<file path="config.mk">
export PLATFORM = sky130hd
export DESIGN_NAME = smse_ctrl
export DESIGN_NICKNAME = d
export VERILOG_FILES = /design/src/hdl/smse_pkg.sv /design/src/hdl/smse_ctrl.sv
export SDC_FILE = /design/constraint.sdc
export NUM_CORES = 1
export LEC_CHECK = 0
export BUFFER_PORTS_ARGS = -buffer_cell sky130_fd_sc_hd__buf_2
export CORE_AREA = 2 2 39 41
export DETAILED_ROUTE_END_ITERATION = 16
export DIE_AREA = 0 0 41 43
export GPL_TIMING_DRIVEN = 0
export SYNTH_ARGS = -nofsm -noshare
export SYNTH_HDL_FRONTEND = slang
export SYNTH_SLANG_ARGS = --single-unit
</file>
<file path="constraint.sdc">
create_clock -name clk -period 1.8 [get_ports clk]
set_clock_uncertainty 0.05 [all_clocks]
set_input_delay 0.36 -clock clk [delete_from_list [all_inputs] [get_ports clk]]
set_output_delay 0.36 -clock clk [all_outputs]
set_load 0.05 [all_outputs]
</file>
<file path="src/hdl/smse_pkg.sv">
`default_nettype none
package smse_pkg;
  typedef enum logic [3:0] {
    ST_LOAD, ST_DIV, ST_RD, ST_SQ, ST_ACC, ST_VDIV, ST_SQRT, ST_OUT
  } state_t;
  localparam logic [1:0] STATUS_OK = 2'd0;
  localparam logic [1:0] STATUS_SINGLE = 2'd1;
  localparam logic [1:0] STATUS_DROP = 2'd2;
  typedef struct packed {
    logic load;
    logic div_start;
    logic pass_start;
    logic rd;
    logic sq;
    logic acc;
    logic vdiv_start;
    logic sqrt_start;
    logic clear;
  } cmd_t;
  typedef struct packed {
    logic div_done;
    logic pass_end;
    logic vdiv_done;
    logic sqrt_done;
  } stat_t;
endpackage
`default_nettype wire

</file>
<file path="src/hdl/smse_ctrl.sv">
`default_nettype none
module smse_ctrl
  import smse_pkg::*;
(
  input  wire logic  clk,
  input  wire logic  rst,
  input  wire logic  in_valid,
  output logic       in_ready,
  input  wire logic  last_sample,
  output logic       out_valid,
  input  wire logic  out_ready,
  output cmd_t       cmd,
  input  wire stat_t stat
);
  state_t state, state_next;

  always_ff @(posedge clk) begin
    if (rst) state <= ST_LOAD;
    else state <= state_next;
  end

  always_comb begin
    state_next = state;
    cmd = '0;
    in_ready = 1'b0;
    out_valid = 1'b0;
    case (state)
      ST_LOAD: begin
        in_ready = 1'b1;
        if (in_valid) begin
          cmd.load = 1'b1;
          if (last_sample) begin
            cmd.div_start = 1'b1;
            state_next = ST_DIV;
          end
        end
      end
      ST_DIV: if (stat.div_done) begin
        cmd.pass_start = 1'b1;
        state_next = ST_RD;
      end
      ST_RD: begin
        if (stat.pass_end) begin
          cmd.vdiv_start = 1'b1;
          state_next = ST_VDIV;
        end else begin
          cmd.rd = 1'b1;
          state_next = ST_SQ;
        end
      end
      ST_SQ: begin
        cmd.sq = 1'b1;
        state_next = ST_ACC;
      end
      ST_ACC: begin
        cmd.acc = 1'b1;
        state_next = ST_RD;
      end
      ST_VDIV: if (stat.vdiv_done) begin
        cmd.sqrt_start = 1'b1;
        state_next = ST_SQRT;
      end
      ST_SQRT: if (stat.sqrt_done) state_next = ST_OUT;
      ST_OUT: begin
        out_valid = 1'b1;
        if (out_ready) begin
          cmd.clear = 1'b1;
          state_next = ST_LOAD;
        end
      end
      default: state_next = ST_LOAD;
    endcase
  end
endmodule
`default_nettype wire

</file>
==> out/results.ini <==
[floorplan]
rows = 14
initial_core_util = 0.232
die_y_um = 43
die_w_um = 41
design.core.area_mm2 = 0.00138
io_pins = 20
dieArea_mm2 = 0.00176

[global_route]
grt_max_degree = 11
grt_pass1_wl_um = 1300
grt_overflow = 0
grt_pass1_vias = 338
grt_use_total = 0.108
antenna_found_initial = 0

[cells_and_area]
fin_util = 0.391
final_cells = 81
n_antenna_cell = 0
largest_register_ffs = 3
drive_gt1_frac = 0.600
largest_register = state
fillers = 154
largestRegisters = state: 3 flops
nets = 75
areaGrowthSynthToFinish_pct = 68.1

[power]
powerDensity_mw_per_mm2 = 1270
total_power_mw = 0.688
ir_worst_vdd_mv = 0.410
power_leakage_nw = 0.260

[run]
maxCapViolCount = 0

[clock_network]
clock_latency_ps = 230
cts_inserted_buffers = 3
cts_tree = built
clockBufferDepth = 2
root_buffer = clkbuf_4
post-cts-setup-buffers = 0
clock-sinks = 3
clk_pin_slew_ps = 40
htreeDepth = 1

[detailed_routing]
ant_nets = 0
totalWireLength_um = 822
vias = 390
drtPass1Iterations = 4
wire_per_inst_um = 10.1
viasPerCell = 4.81
first_iter_violations = 9
drc = 0

[placed_design]
portBuffers = 19
placed_cells = 77
routabilityCongestion = 0.701
hpwl_um = 635

[worst_setup_path]
cp.arrival_ps = 1310
required_ps = 1390
critical_path_class = reg2out
cp-start-kind = register
cp_max_fo = 10
end_kind = output pin

[timing]
finalSetupViolations = 0
worst_pin_slew_ps = 313
hold_viol_final = 0
rsz0062_at_grt = no
period_minus_slack_ps = 1720
max-slew-margin-rel = 0.791
slew_violations = 0
setup-tns-final_ps = 0
fmax_mhz = 582
min_period_over_period = 0.954

[synth]
avgSynthCellArea_um2 = 7.66
synthesis.nets = 51
seq_area_frac_synth = 0.187
yosys_register_bits = 3
synth_cells = 42
yosys_warnings = 0
netlist_area_um2 = 322
ys_types = 25

[status]
status = completed

[worst_hold_path]
hold_class = in2reg

-- per-stage QoR --
stage	setup slack [ps]	hold slack, ps	instance area [um^2]
after global routing	7.77	430	541
after detailed placement	64.7	662	474
final	83.1	415	541
after CTS	1.10	419	518
after floorplan	-191	486	359
after global placement	81.7	659	474
-- kinds of logic after synthesis --
| group | count (synthesis) | share of synthesized area |
|---|---|---|
| compound gates | 7 | 0.171 |
| buf+inv | 5 | 0.0700 |
| flops | 3 | 0.187 |
| simple gates | 25 | 0.494 |
| mux | 2 | 0.0778 |
-- Yosys cell counts --
library cell  instances  area (um^2)
and4bb_1              1         12.5
nor2_1                3         11.3
o21a_1                1         7.51
nor3b_1               1         7.51
and3b_1               1         8.76
nand2_1               3         11.3
buf_2                 3         15.0
nor3_2                1         10.0
nand3_1               1         5.00
a21oi_1               1         5.00
dfxtp_1               3         60.1
o21ai_0               2         10.0
nor3_1                5         25.0
nor4b_2               1         15.0
a211o_1               1         8.76
inv_1                 2         7.51
and3_1                3         18.8
mux2i_1               1         10.0
o221ai_1              1         8.76
nor2b_1               1         6.26
and2_1                2         12.5
nand2b_1              1         6.26
a2111oi_2             1         15.0
nor4b_1               1         8.76
mux2_4                1         15.0
-- path summary, 6_finish.rpt --
check                          end             startpoint  slack, ps  cells past startpoint
min reg2reg  state[1]$_SDFFE_PP0P_  state[0]$_SDFFE_PP0P_        740                      3
min          state[2]$_SDFFE_PP0P_                    rst        410                      3
max                         cmd[0]  state[0]$_SDFFE_PP0P_         80                      4
max reg2reg  state[0]$_SDFFE_PP0P_  state[0]$_SDFFE_PP0P_        400                      4
-- metal layers --
layer / routed length (um) / GRT usage
met3: 54 / 0.0471
met4: 0 / 0.0600
met5: 0 / 0
met2: 363 / 0.147
met1: 403 / 0.138
-- cell usage in the layout, fill, tap and decap left out --
cell        n
buf_2      13
buf_6       4
clkbuf_4    4
buf_4       4
nand2_1     3
nor3_2      3
nor2_1      3
inv_1       2
and3_1      2
nor4b_2     2
nor3_1      2
o21ai_0     2
dfxtp_2     2
nor3_4      1
and3_2      1
nand2b_1    1
nor3b_2     1
and2_4      1
and2_2      1
o21a_1      1
mux2i_1     1
nand3_1     1
a2111oi_2   1
and4bb_1    1
a211o_1     1
a21oi_1     1
o221ai_1    1
and3b_1     1
nor2b_1     1
mux2_4      1
clkbuf_1    1
dfxtp_1     1
-- critical path: stages (launching register included) --
cell	delay, ps
dfxtp_2	380
buf_6	170
and3_2	200
and2_2	140
buf_4	180
-- area by class of cell --
| cell class | count | area, um^2 | area share |
|---|---|---|---|
| Buffer | 3 | 33.8 | 0.0625 |
| Clock buffer | 4 | 26.3 | 0.0486 |
| Inverter | 2 | 7.51 | 0.0139 |
| Multi-Input combinational cell | 34 | 277 | 0.512 |
| Sequential cell | 3 | 62.6 | 0.116 |
| Tap cell | 16 | 20.0 | 0.0370 |
| Timing Repair Buffer | 19 | 114 | 0.211 |
-- where the power goes --
| group | switching, mW | internal (mW) | total [mW] |
|---|---|---|---|
| combinational | 0.274 | 0.184 | 0.458 |
| clock | 0.0314 | 0.0828 | 0.114 |
| sequential | 0.0292 | 0.0862 | 0.115 |
| total | 0.335 | 0.353 | 0.688 |
-- repair_timing --
item | CTS | global route
hold buffers | 0 | 0
pin swaps | 0 | 0
gates resized for setup | 7 | 11
endpoints found under the setup margin | 7 | 6
(Power assumes the default switching activity.)
